$ cat src/rtl/bit_parallel_edit_distance_macros.svh
// Assertion macros used by the edit distance top level.
`ifndef BIT_PARALLEL_EDIT_DISTANCE_MACROS_SVH
`define BIT_PARALLEL_EDIT_DISTANCE_MACROS_SVH

`ifndef ASSERT_OFF

// Same-cycle implication, checked out of reset
`define BPED_ASSERT_IMPLIES(label, clk, rst_n, cond, expr) \
    label: assert property (@(posedge clk) disable iff (!(rst_n)) (cond) |-> (expr)) \
        else $error("bped assertion failed");

// Next-cycle implication, checked out of reset
`define BPED_ASSERT_NEXT(label, clk, rst_n, cond, expr) \
    label: assert property (@(posedge clk) disable iff (!(rst_n)) (cond) |=> (expr)) \
        else $error("bped assertion failed");

`else

`define BPED_ASSERT_IMPLIES(label, clk, rst_n, cond, expr)
`define BPED_ASSERT_NEXT(label, clk, rst_n, cond, expr)

`endif

`endif

$ cat src/rtl/bped_pkg.sv
// Package: types and constants of the bit-parallel edit distance block.
`default_nettype none

package bped_pkg;

    // Default sizes
    localparam int QUERY_MAX_DEF     = 8;
    localparam int ALPHABET_SIZE_DEF = 26;

    // Field and register widths
    localparam int LETTER_W   = 5;
    localparam int QLET_W     = 40;
    localparam int QLEN_W     = 4;
    localparam int SCORE_W    = 8;
    localparam int CFG_IDX_W  = 1;
    localparam int CFG_DATA_W = 40;

    // Query letter slots decoded per lane; slots beyond the letter register read as zero
    localparam int CODE_SLOTS = 12;
    localparam int QPAD_W     = CODE_SLOTS * LETTER_W;

    localparam logic [LETTER_W-1:0] NO_MATCH_CODE = 5'd31;
    localparam logic [SCORE_W-1:0]  SCORE_MAX     = 8'hFF;

    // Configuration register indexes
    localparam logic [CFG_IDX_W-1:0] CFG_QUERY_LETTERS = 1'd0;
    localparam logic [CFG_IDX_W-1:0] CFG_QUERY_LENGTH  = 1'd1;

    // One input item
    typedef struct packed {
        logic [LETTER_W-1:0] letter;
        logic                word_start;
        logic                word_end;
        logic                empty_word;
    } t_bped_item;

    // Score side of the running state
    typedef struct packed {
        logic [SCORE_W-1:0] score;
        logic [SCORE_W-1:0] count;
        logic               sat;
    } t_bped_score;

endpackage

`default_nettype wire

$ cat src/rtl/bped_step.sv
// One letter step of the bit-vector edit distance recurrence, combinational.
`default_nettype none

module bped_step #(
    parameter int QUERY_MAX     = bped_pkg::QUERY_MAX_DEF,
    parameter int ALPHABET_SIZE = bped_pkg::ALPHABET_SIZE_DEF
) (
    input  wire bped_pkg::t_bped_item        i_item,
    input  wire logic [bped_pkg::QLET_W-1:0] i_qletters,
    input  wire logic [bped_pkg::QLEN_W-1:0] i_qlen,
    input  wire logic [QUERY_MAX-1:0]        i_vp,
    input  wire logic [QUERY_MAX-1:0]        i_vn,
    input  wire bped_pkg::t_bped_score       i_score,
    output logic [QUERY_MAX-1:0]             o_vp,
    output logic [QUERY_MAX-1:0]             o_vn,
    output bped_pkg::t_bped_score            o_score,
    output logic [bped_pkg::SCORE_W-1:0]     o_dist
);
    import bped_pkg::*;

    localparam int LW = $clog2(QUERY_MAX + 1);

    logic [6:0]           len_ext;
    logic [LW-1:0]        len_eff;
    logic [QPAD_W-1:0]    qpad;
    logic                 ch_ok;
    logic [QUERY_MAX-1:0] lane_en;
    logic [QUERY_MAX-1:0] lane_top;
    logic [QUERY_MAX-1:0] match;
    logic                 seed;
    logic [QUERY_MAX-1:0] s_vp;
    logic [QUERY_MAX-1:0] s_vn;
    t_bped_score          s_sc;
    logic [QUERY_MAX-1:0] x;
    logic [QUERY_MAX-1:0] sum;
    logic [QUERY_MAX-1:0] d0;
    logic [QUERY_MAX-1:0] hn;
    logic [QUERY_MAX-1:0] hp;
    logic [QUERY_MAX-1:0] y;
    logic                 top_hp;
    logic                 top_hn;
    logic [SCORE_W-1:0]   len_score;

    // Query length clipped to the vector width
    assign len_ext   = 7'(i_qlen);
    assign len_eff   = (len_ext > 7'(QUERY_MAX)) ? LW'(QUERY_MAX) : LW'(len_ext);
    assign len_score = SCORE_W'(len_eff);

    assign qpad  = QPAD_W'(i_qletters);
    assign ch_ok = (9'(i_item.letter) < 9'(ALPHABET_SIZE));

    // Per-lane match against the query, plus active and top-lane masks
    for (genvar j = 0; j < QUERY_MAX; j++) begin : g_lane
        logic [LETTER_W-1:0] code;
        if (j < CODE_SLOTS) begin : g_code
            assign code = qpad[j*LETTER_W +: LETTER_W];
        end else begin : g_none
            assign code = NO_MATCH_CODE;
        end
        assign lane_en[j]  = (int'(len_eff) > j);
        assign lane_top[j] = (int'(len_eff) == j + 1);
        assign match[j]    = lane_en[j] && ch_ok && (9'(code) < 9'(ALPHABET_SIZE))
                             && (code == i_item.letter);
    end

    // Reseed at a word start or an empty word
    assign seed = i_item.word_start || i_item.empty_word;
    always_comb begin
        if (seed) begin
            s_vp       = '1;
            s_vn       = '0;
            s_sc.score = len_score;
            s_sc.count = '0;
            s_sc.sat   = 1'b0;
        end else begin
            s_vp = i_vp;
            s_vn = i_vn;
            s_sc = i_score;
        end
    end

    // Vertical / horizontal delta recurrence
    assign x      = match | s_vn;
    assign sum    = (s_vp & x) + s_vp;
    assign d0     = (sum ^ s_vp) | x;
    assign hn     = s_vp & d0;
    assign hp     = s_vn | ~(s_vp | d0);
    assign y      = (hp << 1) | QUERY_MAX'(1);
    assign top_hp = |(hp & lane_top);
    assign top_hn = |(hn & lane_top);

    // Next state and score
    always_comb begin
        o_vp    = s_vp;
        o_vn    = s_vn;
        o_score = s_sc;
        if (!i_item.empty_word) begin
            if (s_sc.count != SCORE_MAX) begin
                o_score.count = s_sc.count + 1'b1;
            end
            if (len_eff != '0) begin
                o_vn = y & d0;
                o_vp = (hn << 1) | ~(y | d0);
                if (top_hp) begin
                    if (s_sc.sat || (s_sc.score == SCORE_MAX)) begin
                        o_score.sat   = 1'b1;
                        o_score.score = SCORE_MAX;
                    end else begin
                        o_score.score = s_sc.score + 1'b1;
                    end
                end else if (top_hn) begin
                    if (!s_sc.sat && (s_sc.score != '0)) begin
                        o_score.score = s_sc.score - 1'b1;
                    end
                end
            end
        end
    end

    // Distance reported on the last letter
    always_comb begin
        if (i_item.empty_word) begin
            o_dist = len_score;
        end else if (len_eff == '0) begin
            o_dist = o_score.count;
        end else begin
            o_dist = o_score.score;
        end
    end

endmodule

`default_nettype wire

$ cat src/rtl/bit_parallel_edit_distance.sv
// Top level: streaming bit-parallel edit distance against a configured query.
// An accepted last letter is held in the input register, then its distance in the result register.
// Throughput: one letter per cycle unless stalled; the deltas update in one step per item.
// Reset (synchronous, active low): empties both stages, clears the query registers,
// seeds the deltas to all ones / zero and the score to zero.
`default_nettype none
`include "bit_parallel_edit_distance_macros.svh"

module bit_parallel_edit_distance #(
    parameter int QUERY_MAX     = bped_pkg::QUERY_MAX_DEF,
    parameter int ALPHABET_SIZE = bped_pkg::ALPHABET_SIZE_DEF
) (
    input  wire logic                            i_clk,
    input  wire logic                            i_rst_n,
    // Letter stream
    input  wire logic                            i_s_axis_tvalid,
    output logic                                 o_s_axis_tready,
    input  wire logic [7:0]                      i_s_axis_tdata,  // [4:0] letter, rest zero
    input  wire logic [1:0]                      i_s_axis_tuser,  // [0] word_start, [1] empty_word
    input  wire logic                            i_s_axis_tlast,  // word_end
    // Distance stream
    output logic                                 o_m_axis_tvalid,
    input  wire logic                            i_m_axis_tready,
    output logic [7:0]                           o_m_axis_tdata,  // [7:0] distance
    // Configuration writes
    input  wire logic                            i_cfg_wr_en,
    input  wire logic [bped_pkg::CFG_IDX_W-1:0]  i_cfg_addr,
    input  wire logic [bped_pkg::CFG_DATA_W-1:0] i_cfg_wdata
);
    import bped_pkg::*;

    logic [QLET_W-1:0]    r_qletters;
    logic [QLEN_W-1:0]    r_qlen;
    t_bped_item           r_in;
    logic                 r_in_valid;
    logic [QUERY_MAX-1:0] r_vp;
    logic [QUERY_MAX-1:0] r_vn;
    t_bped_score          r_score;
    logic                 r_out_valid;
    logic [SCORE_W-1:0]   r_dist;

    logic [QUERY_MAX-1:0] n_vp;
    logic [QUERY_MAX-1:0] n_vn;
    t_bped_score          n_score;
    logic [SCORE_W-1:0]   n_dist;
    t_bped_item           in_item;
    logic                 out_free;
    logic                 proc;

    // Handshake: stage 2 moves when the result slot is free or draining
    assign out_free        = !r_out_valid || i_m_axis_tready;
    assign proc            = r_in_valid && out_free;
    assign o_s_axis_tready = !r_in_valid || out_free;
    assign o_m_axis_tvalid = r_out_valid;
    assign o_m_axis_tdata  = r_dist;

    assign in_item.letter     = i_s_axis_tdata[LETTER_W-1:0];
    assign in_item.word_start = i_s_axis_tuser[0];
    assign in_item.word_end   = i_s_axis_tlast;
    assign in_item.empty_word = i_s_axis_tuser[1];

    // Configuration registers
    always_ff @(posedge i_clk) begin
        if (!i_rst_n) begin
            r_qletters <= '0;
            r_qlen     <= '0;
        end else if (i_cfg_wr_en) begin
            case (i_cfg_addr)
                CFG_QUERY_LETTERS: r_qletters <= i_cfg_wdata[QLET_W-1:0];
                CFG_QUERY_LENGTH:  r_qlen     <= i_cfg_wdata[QLEN_W-1:0];
                default: begin
                end
            endcase
        end
    end

    // Input register
    always_ff @(posedge i_clk) begin
        if (!i_rst_n) begin
            r_in_valid <= 1'b0;
        end else if (o_s_axis_tready) begin
            r_in_valid <= i_s_axis_tvalid;
        end
    end

    always_ff @(posedge i_clk) begin
        if (o_s_axis_tready && i_s_axis_tvalid) begin
            r_in <= in_item;
        end
    end

    // Recurrence step
    bped_step #(
        .QUERY_MAX     (QUERY_MAX),
        .ALPHABET_SIZE (ALPHABET_SIZE)
    ) u_step (
        .i_item     (r_in),
        .i_qletters (r_qletters),
        .i_qlen     (r_qlen),
        .i_vp       (r_vp),
        .i_vn       (r_vn),
        .i_score    (r_score),
        .o_vp       (n_vp),
        .o_vn       (n_vn),
        .o_score    (n_score),
        .o_dist     (n_dist)
    );

    // Running state
    always_ff @(posedge i_clk) begin
        if (!i_rst_n) begin
            r_vp    <= '1;
            r_vn    <= '0;
            r_score <= '0;
        end else if (proc) begin
            r_vp    <= n_vp;
            r_vn    <= n_vn;
            r_score <= n_score;
        end
    end

    // Result register
    always_ff @(posedge i_clk) begin
        if (!i_rst_n) begin
            r_out_valid <= 1'b0;
        end else if (out_free) begin
            r_out_valid <= proc && r_in.word_end;
        end
    end

    always_ff @(posedge i_clk) begin
        if (proc && r_in.word_end) begin
            r_dist <= n_dist;
        end
    end

    // Checks
    `BPED_ASSERT_IMPLIES(a_sat_pins_score, i_clk, i_rst_n, r_score.sat, r_score.score == SCORE_MAX)
    `BPED_ASSERT_IMPLIES(a_deltas_disjoint, i_clk, i_rst_n, 1'b1, (r_vp & r_vn) == '0)
    `BPED_ASSERT_NEXT(a_result_follows, i_clk, i_rst_n, proc && r_in.word_end, r_out_valid)

endmodule

`default_nettype wire
$ cat config.mk
export PLATFORM = sky130hd
export DESIGN_NAME = bit_parallel_edit_distance
export DESIGN_NICKNAME = d
export VERILOG_FILES = /design/src/rtl/bped_pkg.sv /design/src/rtl/bped_step.sv /design/src/rtl/bit_parallel_edit_distance.sv
export VERILOG_INCLUDE_DIRS = /design/src /design/src/rtl
export SDC_FILE = /design/constraint.sdc
export NUM_CORES = 1
export LEC_CHECK = 0
export BUFFER_PORTS_ARGS = -buffer_cell sky130_fd_sc_hd__buf_4
export CORE_MARGIN = 8
export CORE_UTILIZATION = 35
export CTS_BUF_LIST = sky130_fd_sc_hd__clkbuf_16
export DETAILED_ROUTE_END_ITERATION = 16
export PLACE_DENSITY = 0.5
export SETUP_SLACK_MARGIN = 0.5
export SLEW_MARGIN = 20
export SYNTH_ARGS = -nofsm -noshare
export SYNTH_HDL_FRONTEND = slang
export SYNTH_SLANG_ARGS = --single-unit
$ cat constraint.sdc
create_clock -name i_clk -period 7.9 [get_ports i_clk]
set_input_delay 0.79 -clock i_clk [delete_from_list [all_inputs] [get_ports i_clk]]
set_output_delay 0.79 -clock i_clk [all_outputs]
set_load 0.05 [all_outputs]
==> out/summary.txt, run 1 <==
ratio of cells with drive above 1 in the final layout - 12.9%
final WL - 19600 um
vias post-DR - 5985
Net Switching - 0.323 mW
fin. max-slew vios - 0
Worst Reg-to-Reg Cells - 15
CTS Sinks - 95
PwrDens - 157 nW/um^2
H-tree level count - 3
setup tns final - 0 ns
Max Cap Viol - 0
CTS tree - yes
gr usage total - 17.6%
Worst setup EP type - flop
Die Y - 149 um
Initial DRC Count - 407
sequential share of the synthesized area - 33.1%
slew of the pin with the lowest slew margin - 0.838 ns
outcome - finished, final reports clean
Final #Nets - 897
clk_lat worst skew - 0.36 ns
Detail Placement HPWL - 14100 um
clock transition at the registers of the reported paths - 0.08 ns
average vias per placed instance - 5.60
hold crit path type - reg2reg
Post-synth ARST share - 0%
post-synth top area cell - dfxtp_1
element type at the critical path start - flop
Row Count - 49
vias in the first global route - 5918
number of synthesized flops with an enable pin - 16
number of port buffers - 63
register share of total power - 47.6%
diode count - 0
# DRC - 0
Ports - 67
number of synthesized register bits - 95
number of buffers created by CTS - 9
synth top area cells - dfxtp_1 (25%), nand2_1 (9.3%), edfxtp_1 (7.7%), a21boi_0 (6.7%), xnor2_1 (5.1%)
Final setup viols - 0
Pint - 0.790 mW
gr busiest metal - met2
Slew HR - 43.8%
drt wl/cell - 18.3 um
largest net degree at the start of global routing - 84
met2 GRT Util - 29.3%
root buf cell - clkbuf_16
first-pass GRT wire length - 31300 um
WP data arrival - 5.32 ns
Distinct cells, synth - 77
Pwr Total - 1.11 mW
Clock power frac - 37.4%
Hold Fails Final Rpt - 0
Hold-fix buffers, CTS - 0
Synth Warn # - 0
Setup Buffers After CTS - 0
kind of critical path - reg2reg
r2r setup slk - 2.68 ns
clk_skew - 0.0142 ns
combinational share of power - 15.0%
mean post-synth cell area - 7.74 um^2
DR pass1 iterations - 5
Worst Path Required - 8.00 ns
GRT Residual Overflow - 0
GR Util met1 - 22.5%
Lkg Pwr - 2.51 nW
area grow syn2layout - 13.8%
Die ar. - 22300 um^2
RSZ-0062 raised after global routing - false
WHS - 0.482 ns
DRT antenna net count - 0
final std cells w/o fill - 1068
VDD IR max - 93.9 uV
fmax - 192 MHz
Syn Nets - 868
chip width - 149 um
Syn Inst Count - 806
Post-CTS Resized - 0
post-synthesis cell area - 6240 um^2
Hold Path Stages - 2
Sw Ratio - 29.0%
placed insts - 1053
ys flop type - dfxtp_1
gpl congestion - 0.911
maximum root-to-sink buffer count - 2
Final period util - 66.1%
Starting Density - 35.2%
post-synth top area share - 25.4%
crit-path max FO - 18
core box area - 17700 um^2
initial antenna violation count - 0
met3 usage - 2.54%
fin crit period - 5.22 ns
==> cells in the final DEF (no fill, tap or decap), drive strengths merged, types with 11 or more instances in the layout <==
cell and instances:
nand3 30, dfxtp 79, inv 19, nor2 51, nor3 21, edfxtp 16
a21boi 56, nor2b 17, buf 71, a22oi 11, or3 12, o21ai 46
o31ai 13, a31oi 11, xnor2 36, nand2 155, a21oi 32, and2 11
==> critical path: stages (launching register included) <==
cell and delay, ns:
dfxtp_1 0.68, or4_1 0.63, nand2_1 0.15, o31ai_1 0.61
nand2_1 0.19, inv_1 0.10, ha_1 0.26, or3_1 0.42
o32ai_1 0.27, a211oi_1 0.11, o311ai_1 0.13, or4_1 0.56
nor2b_4 0.31, a221o_1 0.19, a211oi_2 0.05, a311o_1 0.28
==> registers in the layout, indices dropped and copies added, names as in the netlist <==
name             cells
r_score             17
r_in                 8
r_vp                 8
o_m_axis_tvalid      1
r_qletters          40
r_in_valid           1
r_vn                 8
r_qlen               4
o_m_axis_tdata       8
==> synth_stat cells (3+ instances only) <==
cell / n
o211ai_1: 8
o31a_1: 4
nand3b_1: 6
xor2_1: 7
nor3_1: 20
a311oi_1: 3
nand3_1: 29
nor2_1: 51
a21oi_1: 32
xnor2_1: 36
a211oi_1: 4
nor3b_1: 5
o21ai_0: 40
or3_1: 12
o32ai_1: 3
or4_1: 4
buf_2: 9
nand2_1: 154
a221oi_1: 5
a21boi_0: 56
nand4_1: 8
and2_1: 10
mux2i_1: 7
and3_1: 7
a22oi_1: 11
nor4_1: 5
nor2b_1: 16
o21ai_1: 6
o21a_1: 3
o2111ai_1: 5
ha_1: 5
o31ai_1: 12
dfxtp_1: 79
a31oi_1: 11
inv_1: 14
edfxtp_1: 16
nand2b_1: 9
or2_2: 5
clkbuf_1: 39
a32oi_1: 4
==> logic make-up (layout without fill, tap and decap cells) <==
logic type | after synthesis | after routing | share of synthesized area (%)
AO/OA/AOI/OAI | 234 | 234 | 26.9
multiplexers | 7 | 7 | 1.12
AND/OR/NAND/NOR | 354 | 354 | 27.3
flip-flops | 95 | 95 | 33.1
adder cells (fa/ha/maj) | 5 | 5 | 1.00
XOR/XNOR | 43 | 43 | 6.04
buffers and inverters | 68 | 101 | 4.57
==> power by group through the flow <==
| stage | Sequential (mW) | Combinational (mW) | Clock, mW |
|---|---|---|---|
| final | 0.530 | 0.167 | 0.416 |
| after global routing | 0.533 | 0.185 | 0.450 |
| after CTS | 0.530 | 0.168 | 0.430 |
| after detailed placement | 0.542 | 0.167 | 0 |
| after global placement | 0.541 | 0.165 | 0 |
| after floorplan | 0.534 | 0.112 | 0 |
==> path summary, 6_finish.rpt <==
kind / start / endpoint
worst min register to register: r_qletters[5] / r_qletters[5]
worst max register to register: r_qlen[2] / o_m_axis_tdata[2]
worst max-delay path: r_qlen[2] / o_m_axis_tdata[2]
worst min-delay path: r_qletters[5] / r_qletters[5]
==> routing by layer <==
layer  vias up  wire, um
met1      2834      8920
met3        29       828
met2       167      9420
li1       2955         -
met4         0       426
met5         -         0
==> per-stage QoR <==
stage	worst slack, ns	area [um^2]	util (%)
5_1_grt	2.35	7100	40.1
6_report	2.68	7100	40.1
4_1_cts	2.73	7100	40.1
2_1_floorplan	4.25	6240	-
3_3_place_gp	2.77	6830	38.6
3_5_place_dp	2.77	6830	38.6
==> area by class of cell <==
class | count | area (um^2)
Fill cell | 1841 | 10600
Multi-Input combinational cell | 643 | 3890
Sequential cell | 95 | 2060
Timing Repair Buffer | 71 | 533
Tap cell | 229 | 287
Clock buffer | 9 | 225
Inverter | 15 | 56.3
Clock inverter | 6 | 42.5
Power figures use the tool's default switching activity.
==> run 2, diff against run 1 <==
--- a/config.mk
+++ b/config.mk
@@ -11,7 +11,7 @@
 export CORE_UTILIZATION = 35
 export CTS_BUF_LIST = sky130_fd_sc_hd__clkbuf_16
 export DETAILED_ROUTE_END_ITERATION = 16
-export PLACE_DENSITY = 0.5
+export PLACE_DENSITY = 0.52
 export SETUP_SLACK_MARGIN = 0.5
 export SLEW_MARGIN = 20
 export SYNTH_ARGS = -nofsm -noshare
==> constraint.sdc (replaced) <==
create_clock -name i_clk -period 4.8 [get_ports i_clk]
set_input_delay 0.48 -clock i_clk [delete_from_list [all_inputs] [get_ports i_clk]]
set_output_delay 0.48 -clock i_clk [all_outputs]
set_load 0.05 [all_outputs]
==> run 2 against run 1 <==
Against the previous run: first-iteration DRC count fell by 0.74%; worst setup slack got worse by 2.0 ns; non-clock buffer count rose by 25; routed wire length rose by 2.6%; power rose by 71%; clock skew fell by 0.0070 ns.
==> out/summary.txt, run 2 (synthesis results as in run 1) <==
Worst setup EP type - flop
Detail Placement HPWL - 14900 um (+5.7%)
most common cell after layout, fill and taps aside - nand2_1
root buf cell - clkbuf_16
crit-path max FO - 7 (-11)
worst path buffer plus inverter count - 1 (unchanged)
H-tree level count - 3 (unchanged)
crit path to - o_m_axis_tdata[5]
gpl congestion - 0.893 (-1.9%)
core box area - 17700 um^2 (unchanged)
CTS tree - yes
Row Count - 49 (unchanged)
clk_skew - 0.00717 ns (-0.00703 ns)
ratio of cells with drive above 1 in the final layout - 15.7% (+2.9 points)
flip-flop count of the largest register after layout - 40 (unchanged)
kind of critical path - reg2reg
VDD IR max - 172 uV (+83%)
GRT Residual Overflow - 0 (unchanged)
Final period util - 86.7% (+21 points)
setup tns final - 0 ns (unchanged)
crit-path cells - buf_4 > xnor2_1 > o2111ai_1 > o31ai_4 > nor2_1 > ha_1 > or3_1 > o32ai_1 > a31oi_1 > o211ai_1 > a21oi_1 > nand4_1 > o21ai_1 > or4b_1 > nand3_1 > mux2i_1
chip width - 149 um (unchanged)
number of port buffers - 63 (unchanged)
Final #Nets - 922 (+2.8%)
FF-to-FF Start - r_in[6]
initial antenna violation count - 0 (unchanged)
Lkg Pwr - 2.65 nW (+5.5%)
Final Util - 41.4% (+1.3 points)
Ports - 67 (unchanged)
element type at the critical path start - flop
vias in the first global route - 6033 (+1.9%)
hold crit path type - in2reg
Worst Reg-to-Reg Cells - 16 (+1)
DRT antenna net count - 0 (unchanged)
Biggest register - r_qletters
Die Y - 149 um (unchanged)
drt wl/cell - 18.4 um (+0.20%)
first-pass GRT wire length - 32700 um (+4.4%)
CP max stage cell - or4b_1
dpl cell area - 7000 um^2 (+2.4%)
Die ar. - 22300 um^2 (unchanged)
Slew HR - 34.1% (-9.6 points)
max incr delay on CP - 0.50 ns (-0.18 ns)
Worst Path Required - 4.90 ns (-3.10 ns)
number of buffers created by CTS - 9 (unchanged)
diode count - 0 (unchanged)
Setup crit start - r_in[6]
RSZ-0062 raised after global routing - true
Starting Density - 35.2% (unchanged)
commonest non-fill, non-tap cells in the layout - nand2_1 (154), buf_4 (96), dfxtp_1 (79)
slew of the pin with the lowest slew margin - 0.981 ns (+0.143 ns)
fmax - 240 MHz (+25%)
outcome - finished, final reports clean
Initial DRC Count - 404 (-0.74%)
Final setup viols - 0 (unchanged)
final WL - 20100 um (+2.6%)
Design Area, Final - 7330 um^2 (+3.3%)
CTS Sinks - 95 (unchanged)
clk_lat worst skew - 0.36 ns (about the same)
Max Cap Viol - 0 (unchanged)
DR pass1 iterations - 6 (+1)
area grow syn2layout - 17.6%
Regs by FF count - r_qletters: 40 flops, r_score: 17 flops
maximum root-to-sink buffer count - 2 (unchanged)
# DRC - 0 (unchanged)
WP data arrival - 4.26 ns (-1.06 ns)
average vias per placed instance - 5.52 (-1.5%)
filler cell count - 1844 (+0.16%)
largest net degree at the start of global routing - 84 (unchanged)
PwrDens - 259 nW/um^2 (+66%)
critical path depth - 16 (+1)
r2r setup slk - 0.64 ns (-2.04 ns)
Hold-fix buffers, CTS - 0 (unchanged)
reg2reg end - o_m_axis_tdata[5]
fin. max-slew vios - 0 (unchanged)
clock transition at the registers of the reported paths - 0.07 ns (about the same)
gr usage total - 18.2% (+0.60 points)
crit-path leading delay family - simple AND/OR/NAND/NOR gates
vias post-DR - 6038 (+0.89%)
Hold Fails Final Rpt - 0 (unchanged)
fin crit period - 4.16 ns (-1.06 ns)
==> run 2: timing repair <==
action | in CTS | in global routing
endpoints found under the setup margin | 1 | 11
setup buffers | 1 | 2
pin swaps | 0 | 1
gates cloned | 0 | 0
gates resized for setup | 0 | 4
==> run 2: cell type report <==
class | count | area [um^2] | share of cell area (%)
Tap cell | 229 | 287 | 3.91
Sequential cell | 95 | 2060 | 28.1
Clock inverter | 6 | 47.5 | 0.648
Inverter | 15 | 56.3 | 0.768
Clock buffer | 10 | 250 | 3.41
Timing Repair Buffer | 96 | 721 | 9.83
Multi-Input combinational cell | 643 | 3910 | 53.3
==> run 2: worst min-delay path by stage <==
| stage | startpoint | to | slack (ns) | cells after the start |
|---|---|---|---|---|
| finish | i_s_axis_tlast | r_in[1] | 0.30 | 1 |
| floorplan | r_score[10] | r_score[10] | 0.44 | 2 |
| detailed placement | r_qletters[28] | r_qletters[28] | 0.48 | 2 |
| CTS | i_s_axis_tlast | r_in[1] | 0.29 | 1 |
| global route | i_s_axis_tlast | r_in[1] | 0.29 | 1 |
| global placement | r_qletters[28] | r_qletters[28] | 0.47 | 2 |
==> run 2: layer usage <==
layer  part of all wire [%]  vias to the layer above  GRT usage (%)  wire, um
li1                       -                     2999              -         -
met1                     46                     2866           23.4      9180
met2                     48                      149           30.9      9750
met3                    4.1                       24           2.66       820
met5                      0                        -              0         0
met4                    1.8                        0           5.70       358
==> run 2: power breakdown <==
| group | internal (mW) | switching, mW | total, mW |
|---|---|---|---|
| sequential | 0.837 | 0.0257 | 0.863 |
| combinational | 0.121 | 0.181 | 0.302 |
| clock | 0.391 | 0.347 | 0.738 |
==> run 2: metrics by stage <==
| stage | hold WS (ns) | power, mW | setup WS (ns) | cells |
|---|---|---|---|---|
| after floorplan | 0.445 | 1.06 | 1.15 | 806 |
| after global placement | 0.474 | 1.18 | 0.499 | 1075 |
| after detailed placement | 0.476 | 1.18 | 0.442 | 1075 |
| after CTS | 0.289 | 1.92 | 0.507 | 1092 |
| after global routing | 0.286 | 1.99 | 0.426 | 1094 |
| final | 0.298 | 1.90 | 0.636 | 1094 |
==> run 3, diff against run 2 <==
--- a/config.mk
+++ b/config.mk
@@ -7,11 +7,13 @@
 export NUM_CORES = 1
 export LEC_CHECK = 0
 export BUFFER_PORTS_ARGS = -buffer_cell sky130_fd_sc_hd__buf_4
+export CELL_PAD_IN_SITES_DETAIL_PLACEMENT = 0
+export CELL_PAD_IN_SITES_GLOBAL_PLACEMENT = 2
 export CORE_MARGIN = 8
-export CORE_UTILIZATION = 35
+export CORE_UTILIZATION = 32
 export CTS_BUF_LIST = sky130_fd_sc_hd__clkbuf_16
 export DETAILED_ROUTE_END_ITERATION = 16
-export PLACE_DENSITY = 0.52
+export PLACE_DENSITY = 0.76
 export SETUP_SLACK_MARGIN = 0.5
 export SLEW_MARGIN = 20
 export SYNTH_ARGS = -nofsm -noshare
==> run 3 against run 2 <==
Against the previous run: via count is 1.6% higher; critical path depth is 3 higher; worst setup slack better by 0.015 ns; power is 1.7% lower; maximum frequency is 0.37% higher; register-to-register slack better by 0.02 ns; largest power group unchanged; sequential share of layout area is 0.53 points lower; global-route usage is 1.3 points lower.
==> out/summary.txt, run 3 (synthesis results as in run 1) <==
Final #Nets - 931 (+0.98%)
core box area - 19300 um^2 (+8.8%)
diode count - 0 (unchanged)
commonest non-fill, non-tap cells in the layout - nand2_1 (154), buf_4 (105), dfxtp_1 (78)
GRT Residual Overflow - 0 (unchanged)
Die ar. - 24200 um^2 (+8.3%)
Detail Placement HPWL - 15400 um (+3.0%)
worst slack, placed - 0.417 ns (-0.0253 ns)
number of port buffers - 63 (unchanged)
Hold Fails Final Rpt - 0 (unchanged)
vias in the first global route - 5935 (-1.6%)
average vias per placed instance - 5.38 (-2.4%)
outcome - finished, final reports clean
H-tree level count - 3 (unchanged)
first-pass GRT wire length - 32600 um (-0.30%)
fmax - 241 MHz (+0.37%)
Pwr Total - 1.87 mW (-1.7%)
flip-flop count of the largest register after layout - 40 (unchanged)
Die Y - 156 um (+4.1%)
PwrDens - 250 nW/um^2 (-3.6%)
VDD IR max - 148 uV (-14%)
kind of critical path - reg2reg
setup tns final - 0 ns (unchanged)
Lkg Pwr - 2.70 nW (+1.8%)
largest net degree at the start of global routing - 84 (unchanged)
Starting Density - 32.4% (-2.8 points)
Regs by FF count - r_qletters: 40 flops, r_score: 17 flops
Final setup viols - 0 (unchanged)
RSZ-0062 raised after global routing - false
gr usage total - 16.9% (-1.3 points)
Slew HR - 42.3% (+8.2 points)
number of buffers created by CTS - 9 (unchanged)
vias post-DR - 6133 (+1.6%)
Initial DRC Count - 507 (+25%)
final std cells w/o fill - 1139 (+4.1%)
Worst Path Required - 4.90 ns (about the same)
slew of the pin with the lowest slew margin - 0.860 ns (-0.122 ns)
root buf cell - clkbuf_16
Worst setup EP type - flop
fin crit period - 4.15 ns (-0.0153 ns)
clk_skew - 0.0122 ns (+0.00500 ns)
initial antenna violation count - 0 (unchanged)
clock transition at the registers of the reported paths - 0.07 ns (about the same)
# DRC - 0 (unchanged)
CTS tree - yes
placed insts - 1112 (+3.4%)
area grow syn2layout - 19.9%
element type at the critical path start - flop
drt wl/cell - 18.3 um (-0.57%)
setup ws final - 0.652 ns (+0.0153 ns)
Row Count - 51 (+4.1%)
most common cell after layout, fill and taps aside - nand2_1
ratio of cells with drive above 1 in the final layout - 17.4% (+1.7 points)
Max Cap Viol - 0 (unchanged)
Final Util - 38.8% (-2.6 points)
clk_lat worst skew - 0.36 ns (about the same)
final WL - 20800 um (+3.5%)
hold crit path type - in2reg
gpl congestion - 0.868 (-2.9%)
Final period util - 86.4% (-0.32 points)
DRT antenna net count - 0 (unchanged)
CTS Sinks - 95 (unchanged)
fin. max-slew vios - 0 (unchanged)
maximum root-to-sink buffer count - 2 (unchanged)
crit-path max FO - 4 (-3)
WP data arrival - 4.25 ns (about the same)
Ports - 67 (unchanged)
DR pass1 iterations - 5 (-1)
chip width - 156 um (+4.1%)
Biggest register - r_qletters
run 3: final cells by class:
type | instances | area (um^2)
Inverter | 15 | 56.3
Tap cell | 265 | 332
Clock inverter | 7 | 55.1
Sequential cell | 95 | 2060
Clock buffer | 9 | 225
Fill cell | 2059 | 11800
Timing Repair Buffer | 105 | 788
Multi-Input combinational cell | 643 | 3960
run 3: power by group:
group / switching (mW) / internal [mW]
clock: 0.336 / 0.359
combinational: 0.184 / 0.127
sequential: 0.0274 / 0.837
run 3: critical path, stage by stage, from the launching register on:
cell and delay, ns:
edfxtp_1 0.52, buf_4 0.19, a311oi_1 0.24, a31oi_1 0.14, o31ai_4 0.26, nand2_1 0.13
inv_1 0.07, ha_1 0.25, or3_1 0.43, o32ai_2 0.17, a31oi_1 0.11, o211ai_1 0.12
a21oi_1 0.10, nand4_1 0.09, buf_4 0.16, buf_4 0.12, o21ai_2 0.08, or4b_1 0.48
nand3_1 0.14, mux2i_1 0.09
run 3: repair_timing:
item | 4_1_cts | 5_1_grt
endpoints found under the setup margin | 4 | 13
pin swaps | 0 | 5
resized for setup | 3 | 12
hold buffers | 0 | 0
setup buffers | 0 | 11
run 3: path summary, 6_finish.rpt:
path                                   startpoint           endpoint  slack, ns  cells after the start
worst max register to register            r_in[4]  o_m_axis_tdata[5]       0.65                     19
worst min-delay path            i_s_axis_tdata[1]            r_in[4]       0.30                      1
worst max-delay path                      r_in[4]  o_m_axis_tdata[5]       0.65                     19
worst min register to register        r_score[10]        r_score[10]       0.47                      2
run 3: metrics by stage:
| stage | instance area [um^2] | hold slack, ns |
|---|---|---|
| after global routing | 7480 | 0.287 |
| after detailed placement | 7050 | 0.466 |
| after global placement | 7050 | 0.462 |
| final | 7480 | 0.301 |
| after CTS | 7350 | 0.290 |
| after floorplan | 6240 | 0.445 |
run 3: layer usage:
metal	GRT usage, %	part of all wire [%]
met5	0	0
met4	4.85	1.9
met3	2.80	4.6
met2	28.6	47
met1	21.8	46
